--- config.mk ---
export PLATFORM = sky130hd
export DESIGN_NAME = block_bitmap_allocator_unit
export DESIGN_NICKNAME = d
export VERILOG_FILES = /design/src/hw/rtl/bba_pkg.sv /design/src/hw/rtl/block_bitmap_allocator_unit.sv
export VERILOG_INCLUDE_DIRS = /design/src /design/src/hw/rtl
export SDC_FILE = /design/constraint.sdc
export NUM_CORES = 2
export LEC_CHECK = 0
export ABC_AREA = 1
export BUFFER_PORTS_ARGS = -buffer_cell sky130_fd_sc_hd__buf_2
export CAP_MARGIN = 5
export CORE_MARGIN = 8
export CORE_UTILIZATION = 40
export CTS_CLUSTER_DIAMETER = 60
export CTS_CLUSTER_SIZE = 24
export DETAILED_ROUTE_END_ITERATION = 12
export PLACE_DENSITY = 0.61
export SYNTH_ARGS = -nofsm -noshare
export SYNTH_HDL_FRONTEND = slang
export SYNTH_SLANG_ARGS = --single-unit
--- constraint.sdc ---
create_clock -name clock -period 25.1 [get_ports clock]
set_clock_uncertainty 0.2 [all_clocks]
set_input_delay 3.765 -clock clock [delete_from_list [all_inputs] [get_ports clock]]
set_output_delay 3.765 -clock clock [all_outputs]
set_load 0.03 [all_outputs]
--- src/hw/rtl/block_bitmap_allocator_unit_macros.svh ---
// Assertion macros shared by the bitmap allocator RTL.
`ifndef BLOCK_BITMAP_ALLOCATOR_UNIT_MACROS_SVH
`define BLOCK_BITMAP_ALLOCATOR_UNIT_MACROS_SVH

// The consequent must hold in the same cycle as the antecedent.
`define BBA_ASSERT_IMPLY(label, clk, rst, ante, cons, msg) \
   label: assert property (@(posedge clk) disable iff (rst) (ante) |-> (cons)) \
      else $error(msg);

// The consequent must hold in the cycle after the antecedent.
`define BBA_ASSERT_NEXT(label, clk, rst, ante, cons, msg) \
   label: assert property (@(posedge clk) disable iff (rst) (ante) |=> (cons)) \
      else $error(msg);

// The expression must hold in every cycle outside reset.
`define BBA_ASSERT_ALWAYS(label, clk, rst, expr, msg) \
   label: assert property (@(posedge clk) disable iff (rst) (expr)) \
      else $error(msg);

`endif

--- src/hw/rtl/bba_pkg.sv ---
// Types and constants of the bitmap block allocator.
`timescale 1ns / 1ps

package bba_pkg;

   localparam int WORD_BITS = 64;
   localparam int BIT_IDX_W = 6;
   localparam int BLOCK_W   = 12;
   localparam int COUNT_W   = 13;
   localparam int STATUS_W  = 2;

   localparam logic OP_ALLOC = 1'b0;
   localparam logic OP_FREE  = 1'b1;

   localparam logic [COUNT_W-1:0] BLOCK_COUNT_RESET = 13'd4096;

   typedef logic [WORD_BITS-1:0] word_type;

   typedef enum logic [2:0] {
      ST_CLEAR,
      ST_IDLE,
      ST_SCAN,
      ST_FREE_CHK,
      ST_DONE
   } state_type;

   typedef enum logic [STATUS_W-1:0] {
      STATUS_OK           = 2'd0,
      STATUS_FULL         = 2'd1,
      STATUS_ALREADY_FREE = 2'd2,
      STATUS_RANGE        = 2'd3
   } status_type;

endpackage

--- src/hw/rtl/block_bitmap_allocator_unit.sv ---
// Allocate: the scan reads one 64-bit bitmap word per cycle from word zero up to a
// free bit or the last word below the limit, then the result is ready.
// Free: a check state tests the bit. A zero-limit allocate or an out-of-range free
// skips to the result. The next item is accepted only after a result is loaded.
// The bitmap sits in one single-port-read, single-port-write memory of 64-bit words.
// Synchronous reset: clear one word per cycle, no item taken; block_count resets to 4096.
`timescale 1ns / 1ps

module block_bitmap_allocator_unit #(
   parameter int MAX_BLOCKS = 4096
) (
   input  logic                             clock,
   input  logic                             reset,
   input  logic                             req_valid,
   output logic                             req_stall,
   input  logic                             req_operation,
   input  logic [bba_pkg::BLOCK_W-1:0]      req_block_number,
   output logic                             rsp_valid,
   input  logic                             rsp_stall,
   output logic [bba_pkg::BLOCK_W-1:0]      rsp_allocated_block,
   output logic [bba_pkg::STATUS_W-1:0]     rsp_status,
   output logic [bba_pkg::COUNT_W-1:0]      rsp_used_blocks,
   input  logic                             csr_wr_en,
   input  logic [bba_pkg::COUNT_W-1:0]      csr_wr_data
);

   import bba_pkg::*;

   localparam int WordCount = (MAX_BLOCKS + WORD_BITS - 1) / WORD_BITS;
   localparam int AddrW     = (WordCount > 1) ? $clog2(WordCount) : 1;
   localparam int CountW    = $clog2(MAX_BLOCKS + 1);
   localparam int CountMax  = (1 << COUNT_W) - 1;
   localparam int LimitCap  = (MAX_BLOCKS > CountMax) ? CountMax : MAX_BLOCKS;
   localparam logic [AddrW-1:0] LastAddr = AddrW'(WordCount - 1);

   // Control state.
   state_type                state_ff, state_in;
   logic [COUNT_W-1:0]       block_count_ff;
   logic [AddrW-1:0]         clr_addr_ff;
   logic [CountW-1:0]        used_count_ff, count_in;
   logic                     rsp_valid_ff, rsp_valid_in;

   // Item payload.
   logic                     op_ff;
   logic [BLOCK_W-1:0]       bn_ff;
   logic [AddrW-1:0]         rd_addr_ff;
   word_type                 rd_data_ff;
   status_type               res_status_ff;
   logic [BLOCK_W-1:0]       res_block_ff;
   word_type                 res_word_ff;
   logic [BLOCK_W-1:0]       rsp_block_ff;
   status_type               rsp_status_ff;
   logic [COUNT_W-1:0]       rsp_used_ff;

   word_type                 bitmap_mem [WordCount];

   // Memory port controls.
   logic                     mem_rd_en;
   logic [AddrW-1:0]         mem_rd_addr;
   logic                     mem_wr_en;
   logic [AddrW-1:0]         mem_wr_addr;
   word_type                 mem_wr_data;

   logic                     req_accept;
   logic                     rsp_load;
   logic                     can_load;

   logic [COUNT_W-1:0]       limit;
   logic [COUNT_W-1:0]       limit_m1;
   logic [COUNT_W-BIT_IDX_W-1:0] last_word;
   word_type                 tail_mask;
   logic                     at_last;
   word_type                 free_bits;
   logic                     found;
   logic [BIT_IDX_W-1:0]     first_pos;
   word_type                 alloc_word;
   logic [31:0]              given_ext;
   logic                     bit_set;
   word_type                 free_word;
   logic [31:0]              bn_word_ext;
   logic [AddrW-1:0]         bn_addr;
   logic                     bn_out_of_range;
   logic [AddrW-1:0]         next_addr;
   logic [31:0]              count_ext;

   // Effective limit and the valid bits of the last word below it.
   assign limit     = (block_count_ff > COUNT_W'(LimitCap)) ? COUNT_W'(LimitCap)
                                                          : block_count_ff;
   assign limit_m1  = limit - COUNT_W'(1);
   assign last_word = limit_m1[COUNT_W-1:BIT_IDX_W];
   assign tail_mask = {WORD_BITS{1'b1}} >>
                      (BIT_IDX_W'(WORD_BITS - 1) - limit_m1[BIT_IDX_W-1:0]);
   assign at_last   = (32'(rd_addr_ff) == 32'(last_word));

   // First free bit of the word under inspection.
   assign free_bits = ~rd_data_ff & (at_last ? tail_mask : {WORD_BITS{1'b1}});
   assign found     = |free_bits;

   always_comb begin
      first_pos = '0;
      for (int i = WORD_BITS - 1; i >= 0; i--) begin
         if (free_bits[i]) begin
            first_pos = BIT_IDX_W'(i);
         end
      end
   end

   assign alloc_word = rd_data_ff | (word_type'(1) << first_pos);
   assign given_ext  = 32'({rd_addr_ff, first_pos});
   assign bit_set    = rd_data_ff[bn_ff[BIT_IDX_W-1:0]];
   assign free_word  = rd_data_ff & ~(word_type'(1) << bn_ff[BIT_IDX_W-1:0]);

   assign bn_word_ext     = 32'(req_block_number) >> BIT_IDX_W;
   assign bn_addr         = bn_word_ext[AddrW-1:0];
   assign bn_out_of_range = (COUNT_W'(req_block_number) >= limit);
   assign next_addr       = rd_addr_ff + AddrW'(1);

   assign req_accept = req_valid && !req_stall;
   assign can_load   = !rsp_valid_ff || !rsp_stall;

   // Next state.
   always_comb begin
      state_in = state_ff;
      unique case (state_ff)
         ST_CLEAR: begin
            if (clr_addr_ff == LastAddr) begin
               state_in = ST_IDLE;
            end
         end
         ST_IDLE: begin
            if (req_valid) begin
               if (req_operation == OP_ALLOC) begin
                  state_in = (limit == '0) ? ST_DONE : ST_SCAN;
               end else begin
                  state_in = bn_out_of_range ? ST_DONE : ST_FREE_CHK;
               end
            end
         end
         ST_SCAN: begin
            if (found || at_last) begin
               state_in = ST_DONE;
            end
         end
         ST_FREE_CHK: state_in = ST_DONE;
         ST_DONE: begin
            if (can_load) begin
               state_in = ST_IDLE;
            end
         end
         default: state_in = ST_CLEAR;
      endcase
   end

   // Outputs of the state machine.
   always_comb begin
      req_stall   = 1'b1;
      mem_rd_en   = 1'b0;
      mem_rd_addr = '0;
      mem_wr_en   = 1'b0;
      mem_wr_addr = rd_addr_ff;
      mem_wr_data = res_word_ff;
      rsp_load    = 1'b0;
      unique case (state_ff)
         ST_CLEAR: begin
            mem_wr_en   = 1'b1;
            mem_wr_addr = clr_addr_ff;
            mem_wr_data = '0;
         end
         ST_IDLE: begin
            req_stall = 1'b0;
            mem_rd_en = req_valid;
            // An allocate starts at word zero; an out-of-range free reads nothing useful.
            if (req_operation == OP_FREE && !bn_out_of_range) begin
               mem_rd_addr = bn_addr;
            end
         end
         ST_SCAN: begin
            mem_rd_en   = !at_last && !found;
            mem_rd_addr = next_addr;
         end
         ST_FREE_CHK: begin
            mem_rd_en = 1'b0;
         end
         ST_DONE: begin
            rsp_load  = can_load;
            mem_wr_en = can_load && (res_status_ff == STATUS_OK);
         end
         default: begin
            req_stall = 1'b1;
         end
      endcase
   end

   // Used count after the finishing item.
   always_comb begin
      count_in = used_count_ff;
      if (res_status_ff == STATUS_OK) begin
         if (op_ff == OP_ALLOC) begin
            count_in = used_count_ff + CountW'(1);
         end else if (used_count_ff != '0) begin
            count_in = used_count_ff - CountW'(1);
         end
      end
   end

   assign count_ext    = 32'(count_in);
   assign rsp_valid_in = rsp_load || (rsp_valid_ff && rsp_stall);

   always_ff @(posedge clock) begin
      if (reset) begin
         state_ff       <= ST_CLEAR;
         block_count_ff <= BLOCK_COUNT_RESET;
         clr_addr_ff    <= '0;
         used_count_ff  <= '0;
         rsp_valid_ff   <= 1'b0;
      end else begin
         state_ff     <= state_in;
         rsp_valid_ff <= rsp_valid_in;
         if (csr_wr_en) begin
            block_count_ff <= csr_wr_data;
         end
         if (state_ff == ST_CLEAR) begin
            clr_addr_ff <= clr_addr_ff + AddrW'(1);
         end
         if (rsp_load) begin
            used_count_ff <= count_in;
         end
      end
   end

   always_ff @(posedge clock) begin
      if (req_accept) begin
         op_ff         <= req_operation;
         bn_ff         <= req_block_number;
         res_block_ff  <= '0;
         res_status_ff <= (req_operation == OP_ALLOC) ? STATUS_FULL : STATUS_RANGE;
      end
      if (state_ff == ST_SCAN && found) begin
         res_status_ff <= STATUS_OK;
         res_block_ff  <= given_ext[BLOCK_W-1:0];
         res_word_ff   <= alloc_word;
      end
      if (state_ff == ST_FREE_CHK) begin
         res_status_ff <= bit_set ? STATUS_OK : STATUS_ALREADY_FREE;
         res_word_ff   <= free_word;
      end
      if (rsp_load) begin
         rsp_block_ff  <= res_block_ff;
         rsp_status_ff <= res_status_ff;
         rsp_used_ff   <= count_ext[COUNT_W-1:0];
      end
   end

   // Bitmap memory: one write port, one read port with registered data.
   always_ff @(posedge clock) begin
      if (mem_wr_en) begin
         bitmap_mem[mem_wr_addr] <= mem_wr_data;
      end
      if (mem_rd_en) begin
         rd_addr_ff <= mem_rd_addr;
         rd_data_ff <= bitmap_mem[mem_rd_addr];
      end
   end

   assign rsp_valid           = rsp_valid_ff;
   assign rsp_allocated_block = rsp_block_ff;
   assign rsp_status          = rsp_status_ff;
   assign rsp_used_blocks     = rsp_used_ff;

   `include "block_bitmap_allocator_unit_macros.svh"

   `BBA_ASSERT_IMPLY(a_rsp_from_done, clock, reset, $rose(rsp_valid_ff), $past(state_ff == ST_DONE), "result appeared without a finished item")
   `BBA_ASSERT_ALWAYS(a_count_bound, clock, reset, 32'(used_count_ff) <= 32'(MAX_BLOCKS), "used count exceeds the bitmap size")
   `BBA_ASSERT_IMPLY(a_scan_bound, clock, reset, state_ff == ST_SCAN, 32'(rd_addr_ff) <= 32'(last_word), "scan ran past the last word below the limit")
   `BBA_ASSERT_IMPLY(a_alloc_in_limit, clock, reset, rsp_load && op_ff == OP_ALLOC && res_status_ff == STATUS_OK, 32'(res_block_ff) < 32'(limit), "allocated block lies beyond the limit")
   `BBA_ASSERT_IMPLY(a_block_zero_on_error, clock, reset, rsp_valid_ff && rsp_status_ff != STATUS_OK, rsp_block_ff == '0, "failed item carries a block number")

endmodule

# == After elaboration in Yosys (flattened, before gate mapping) ==
# Memory sizes are Yosys's and may differ from the RTL's. A register that Yosys moved wholly into a read port is not among the register bits.
# Index checks and enable logic that the tools add are counted.
# totals
reg_bits,154
ram_bits,4096
in_bits,31
output_inout_bits,29
n_memories,1
# classes
n_addsub,6
magnitude_cmp,3
eq_ne,10
shift,3
muxes,98
bitwise_logic,5
n_reduce_logical,23
# memory_table
name,words,word_bits,read_ports,rd_ports_with_merged_regs,wr,line,rtl
bitmap_mem,64,64,1,1,1,block_bitmap_allocator_unit.sv:55,word_type bitmap_mem [WordCount];
# op_table
operator,n
two-way mux 6 bit,66
two-way mux 64 bit,4
AND 64 bit,2
NOT 64 bit,2
<< shifter 1 x 6 -> 64 bit (first input constant),2
OR 64 bit,1
OR reduction 64 bit,1
>> shifter 64 x 6 -> 64 bit (first input constant),1
two-way mux 13 bit,4
subtractor 13 x 1 -> 13 bit (second input constant),2
two-way mux 12 bit,2
two-way mux 3 bit,7
case mux 3 bit (5 select lines),1
adder 13 x 1 -> 13 bit (second input constant),1
greater-or-equal comparator 12 x 13 -> 1 bit,1
> comparator 13 bit (second input constant),1
zero test 13 bit,1
nonzero test 13 bit,1
adder 6 x 1 -> 6 bit (second input constant),2
case mux 6 bit (2 select lines),1
two-way mux 2 bit,5
inequality test 2 bit (second input constant),4
== test 6 x 7 -> 1 bit,1
< comparator 6 x 7 -> 1 bit (second input constant),1
other kinds (16),34

# == Longest topological paths before layout ==
# depth
ltp_word,75
depth_mapped,86

# == Worst setup path after synthesis ==
# OpenSTA, ideal clock, no wires.
# synth_path
path_type,input-to-reg
startpoint,input rsp_stall
endpoint,"memory bitmap_mem[41][0] in the netlist's numbering, enable pin"
setup_ps,645
t_arrival_ps,10429
slack_ps,13826
path_stages,5
n_path_buf,0
cell_sequence,nand2_1 -> a31oi_1 -> clkinv_1 -> nand3_1 -> nor4_1
# synth_via
elab_chain_len,6
# synth_lines
item,line,rtl
from (decl),block_bitmap_allocator_unit.sv:19,"input logic rsp_stall,"
zero test 1 bit,block_bitmap_allocator_unit.sv:119,assign can_load = !rsp_valid_ff || !rsp_stall;
logical OR 1 bit,block_bitmap_allocator_unit.sv:119,
logical AND 1 bit,block_bitmap_allocator_unit.sv:186,mem_wr_en = can_load && (res_status_ff == STATUS_OK);
case mux 1 bit (2 select lines),block_bitmap_allocator_unit.sv:163,unique case (state_ff)
two-way mux 1 bit,block_bitmap_allocator_unit.sv:256,if (mem_wr_en) begin
two-way mux 1 bit (implied by the code),block_bitmap_allocator_unit.sv:257,bitmap_mem[mem_wr_addr] <= mem_wr_data;
to (decl),block_bitmap_allocator_unit.sv:55,
# No other way between the ends.

# == Worst setup path in the final report ==
# layout_path
startpoint,input req_block_number[4] in the netlist's numbering
endpoint,"register rd_data_ff[57] (read register of bitmap_mem), data pin"
# layout_via
elab_chain_len,5
# layout_lines
item,line,rtl
from (decl),block_bitmap_allocator_unit.sv:17,"input logic [bba_pkg::BLOCK_W-1:0] req_block_number,"
greater-or-equal comparator 12 x 13 -> 1 bit,block_bitmap_allocator_unit.sv:115,assign bn_out_of_range = (COUNT_W'(req_block_number) >= limit);
zero test 1 bit,block_bitmap_allocator_unit.sv:173,if (req_operation == OP_FREE && !bn_out_of_range) begin
logical AND 1 bit,block_bitmap_allocator_unit.sv:173,
two-way mux 6 bit,block_bitmap_allocator_unit.sv:173,
case mux 6 bit (2 select lines),block_bitmap_allocator_unit.sv:163,
to (decl),block_bitmap_allocator_unit.sv:47,word_type rd_data_ff;
# No other way between the ends.
# A chain may end at the register's enable or synchronous reset.

==> flow_summary.toml <==
[run_status]
result_of_the_run = "finished clean"

[drt]
top_signal_layer_used = "met5"
drtIter0Drc = 18029
ant_nets = 0
met3RoutedLength_um = 71500
drt-pass1-iter-count = 8
drt-met1-wl_um = 222000
drt-vias-per-instance = 6.14
post_route_drc_violation_count = 0
routed-via-count = 115476
dr_wl_met2_um = 248000
route.detailed.wl_per_inst_um = 30.1
post_route_wl_um = 567000

[floorplan]
dieArea_mm2 = 0.448
boundaryPins = 60
fp.dieW_um = 670
initial_core_util_pct = 40.1
placement_rows = 240
placeableCoreArea_mm2 = 0.426
die_h_um = 670

[global_routing]
antenna_found_initial = 27
via_count_of_the_first_global_routing_pass = 104398
groute.usage.overall_pct = 24.1
overflow = 0
grt_start_max_net_pins = 191
grt_pass1_wl_um = 791000

[timing]
final-hold-violation-count = 0
grt_setup_unrepaired = "no"
report.final.slew_viol_count = 0
timing.final.setup_violations = 0
timing.fmax_mhz = 95.8
period_minus_slack_ns = 10.44
slew_headroom_pct = 11.5
worst-slew-pin-transition_ns = 1.33
layout_worst_path_cycle_share_pct = 41.6
total_negative_slack_ns = 0

[power_and_ir_drop]
seqPwrFrac_pct = 46.0
worst_ir_drop_vdd_uv = 119
p_leak_nw = 59.1
p_per_cell_area_mw_per_mm2 = 116
power.share.switching_pct = 37.2
power_total_w = 0.0219
power_report.internal_total_w = 0.0138
p_switching_w = 0.00814
power.share.clock_pct = 24.6
comb_power_share_pct = 29.4

[clocking]
postCtsSetupBuffers = 0
cts_tree = "yes"
postCtsResizedCells = 0
cts_max_path_buffers = 4
sinks_on_clock_net = 4314
cts_hold_bufs = 0
clock_slew_at_reported_path_ffs_ns = 0.09
cts.root.buffer_cell = "sky130_fd_sc_hd__clkbuf_16"
clock_latency_ns = 0.97
numCtsBuffers = 302
cts_max_level = 5

[finish]
final.fill_count = 38030
util_after_layout_pct = 44.4
layout-drive-gt1-share_pct = 8.11
synthToLayoutAreaGrowth_pct = 10.7
layout.nets = 12918

[synthesis]
post_syn_instances = 13150
synthesis.area_mm2 = 0.171
yosysWarningCount = 0
synth_seq_cells = 4314
avgSynthCellArea_um2 = 13.0
yosys.cell_types.count = 42
synthesis.nets = 13202
synth_sequential_area_ratio_pct = 75.6

[worst_setup_path]
setup.worst_path.start = "req_block_number[4]"
critPathMaxFanout = 127
setup.worst_path.class = "in -> reg"
worst-endpoint-required_ns = 25.73
critPathCapture = "rd_data_ff[57]$_DFFE_PP_"
timing.critical_path.arrival_ns = 11.07
r2r.worst_path.cells = 28
reg2reg_slack_ns = 16.33
regToRegStartpoint = "block_count_ff[0]$_SDFFE_PP0P_"
startpoint_type = "input pin"
worstReg2RegEnd = "rd_data_ff[57]$_DFFE_PP_"
worstSetupEndpointType = "flop"

[worst_hold_path]
hold_start = "res_block_ff[7]$_SDFFCE_PN0P_"
min_delay_worst_type = "reg -> reg"

[placement]
dp_hpwl_um = 284000
io_buffer_count = 59
gp_routability_congestion = 0.922

[flow_run]
cap_viol_max_count = 0
[kinds of logic (layout without fill, tap and decap cells)]
| group | Yosys count | in the layout | synth area share [%] |
|---|---|---|---|
| flops | 4314 | 4314 | 75.6 |
| compound gates | 4164 | 4164 | 13.7 |
| simple gates | 3486 | 3486 | 7.97 |
| buf+inv | 1149 | 1102 | 2.53 |
| fa+ha+maj | 21 | 21 | 0.154 |
| xor+xnor | 16 | 16 | 0.0864 |
| other cells | 0 | 13 | 0 |
[worst min path at each step]
stage / cells after the start / slack (ns) / endpoint
5_1_grt: 0 / 0.24 / rsp_allocated_block[7]$_DFFE_PP_
6_report: 0 / 0.23 / rsp_allocated_block[7]$_DFFE_PP_
4_1_cts: 0 / 0.23 / rsp_allocated_block[7]$_DFFE_PP_
3_3_place_gp: 0 / 0.21 / rsp_allocated_block[11]$_DFFE_PP_
2_1_floorplan: 0 / 0.20 / rsp_allocated_block[0]$_DFFE_PP_
3_5_place_dp: 0 / 0.21 / rsp_allocated_block[7]$_DFFE_PP_
[synth_stat cells (all sizes together)]
cell type	instances	area, um2
edfxtp	4278	128000
nor2	2812	10600
o21ai	2723	13600
o22ai	1022	6390
clkbuf	904	3390
nand2	366	1380
o221ai	287	2510
nand3	211	1080
inv	192	721
a21oi	70	350
buf	43	169
nand4	38	238
dfxtp	36	721
nor3	32	160
o21bai	29	218
ha	21	263
or2	15	93.8
xor2	15	131
clkinv	10	37.5
nor4	8	50.1
o211ai	7	52.6
o31ai	7	57.6
o311ai	6	52.6
a21o	4	30.0
a31oi	4	25.0
o2111ai	3	26.3
nor3b	2	15.0
o41ai	2	17.5
and2	1	6.26
and3	1	6.26
xnor2	1	16.3
[flip-flops by register name (all words and copies together), names as in the netlist, 12 cells and up]
register             flops
res_block_ff            12
rd_data_ff              64
rsp_used_blocks         13
used_count_ff           13
rsp_allocated_block     12
res_word_ff             64
bitmap_mem            4096
block_count_ff          13
[per-layer routing]
layer	up-vias	track usage, %
met5	-	0
met4	4	9.31
met3	1193	5.45
met2	7188	36.4
met1	58358	34.0
li1	48733	-
[critical path: stages]
cell and delay (ns):
sky130_fd_sc_hd__buf_2 0.11, sky130_fd_sc_hd__ha_1 0.34, sky130_fd_sc_hd__a21oi_1 0.19, sky130_fd_sc_hd__o221ai_1 0.15
sky130_fd_sc_hd__a21oi_1 0.18, sky130_fd_sc_hd__o31ai_1 0.09, sky130_fd_sc_hd__nand3_1 0.06, sky130_fd_sc_hd__o311ai_0 0.19
sky130_fd_sc_hd__nor2_1 0.21, sky130_fd_sc_hd__nand2_1 0.15, sky130_fd_sc_hd__nand2_4 0.46, sky130_fd_sc_hd__buf_4 0.57
sky130_fd_sc_hd__buf_12 0.47, sky130_fd_sc_hd__buf_4 0.63, sky130_fd_sc_hd__buf_4 0.61, sky130_fd_sc_hd__buf_4 0.67
sky130_fd_sc_hd__buf_4 0.77, sky130_fd_sc_hd__o21ai_0 0.18, sky130_fd_sc_hd__o22ai_1 0.15, sky130_fd_sc_hd__o21ai_0 0.09
sky130_fd_sc_hd__o221ai_1 0.30, sky130_fd_sc_hd__nand3_1 0.19, sky130_fd_sc_hd__nand2_1 0.13
[area by class of cell]
| class | instances | area, um2 | share of cell area (%) |
|---|---|---|---|
| Inverter | 202 | 802 | 0.424 |
| Tap cell | 5687 | 7120 | 3.76 |
| Antenna cell | 13 | 32.5 | 0.0172 |
| Clock buffer | 319 | 7730 | 4.08 |
| Timing Repair Buffer | 359 | 2960 | 1.56 |
| Sequential cell | 4314 | 129000 | 68.3 |
| Clock inverter | 222 | 2990 | 1.58 |
| Multi-Input combinational cell | 7687 | 38400 | 20.3 |
[cell usage in the layout (no fill, tap or decap), types with 38 or more instances in the layout]
cell,n
sky130_fd_sc_hd__edfxtp_1,4278
sky130_fd_sc_hd__o21ai_0,2695
sky130_fd_sc_hd__nor2_1,2676
sky130_fd_sc_hd__o22ai_1,1021
sky130_fd_sc_hd__nand2_1,360
sky130_fd_sc_hd__clkbuf_16,307
sky130_fd_sc_hd__o221ai_1,287
sky130_fd_sc_hd__buf_4,267
sky130_fd_sc_hd__nand3_1,208
sky130_fd_sc_hd__inv_1,185
sky130_fd_sc_hd__nor2_4,122
sky130_fd_sc_hd__a21oi_1,69
sky130_fd_sc_hd__buf_2,59
sky130_fd_sc_hd__clkinv_8,52
sky130_fd_sc_hd__nand4_1,38
sky130_fd_sc_hd__inv_6,38
[power by group through the flow]
stage	registers [W]	clock network (W)	logic [W]
finish	0.0101	0.00540	0.00643
detailed placement	0.0102	0	0.00627
global route	0.0101	0.00567	0.00686
CTS	0.0101	0.00544	0.00628
global placement	0.0102	0	0.00624
floorplan	0.0103	0	0.00356
[stage by stage]
stage,area (um2),hold slack (ns),instances,worst slack (ns)
finish,189000,0.226,18803,14.66
global route,189000,0.238,18792,14.32
CTS,189000,0.227,18784,14.94
detailed placement,178000,0.205,18243,13.90
global placement,178000,0.205,18241,13.97
floorplan,171000,0.200,13150,13.83
No activity file was read; power rests on OpenSTA's default activity.
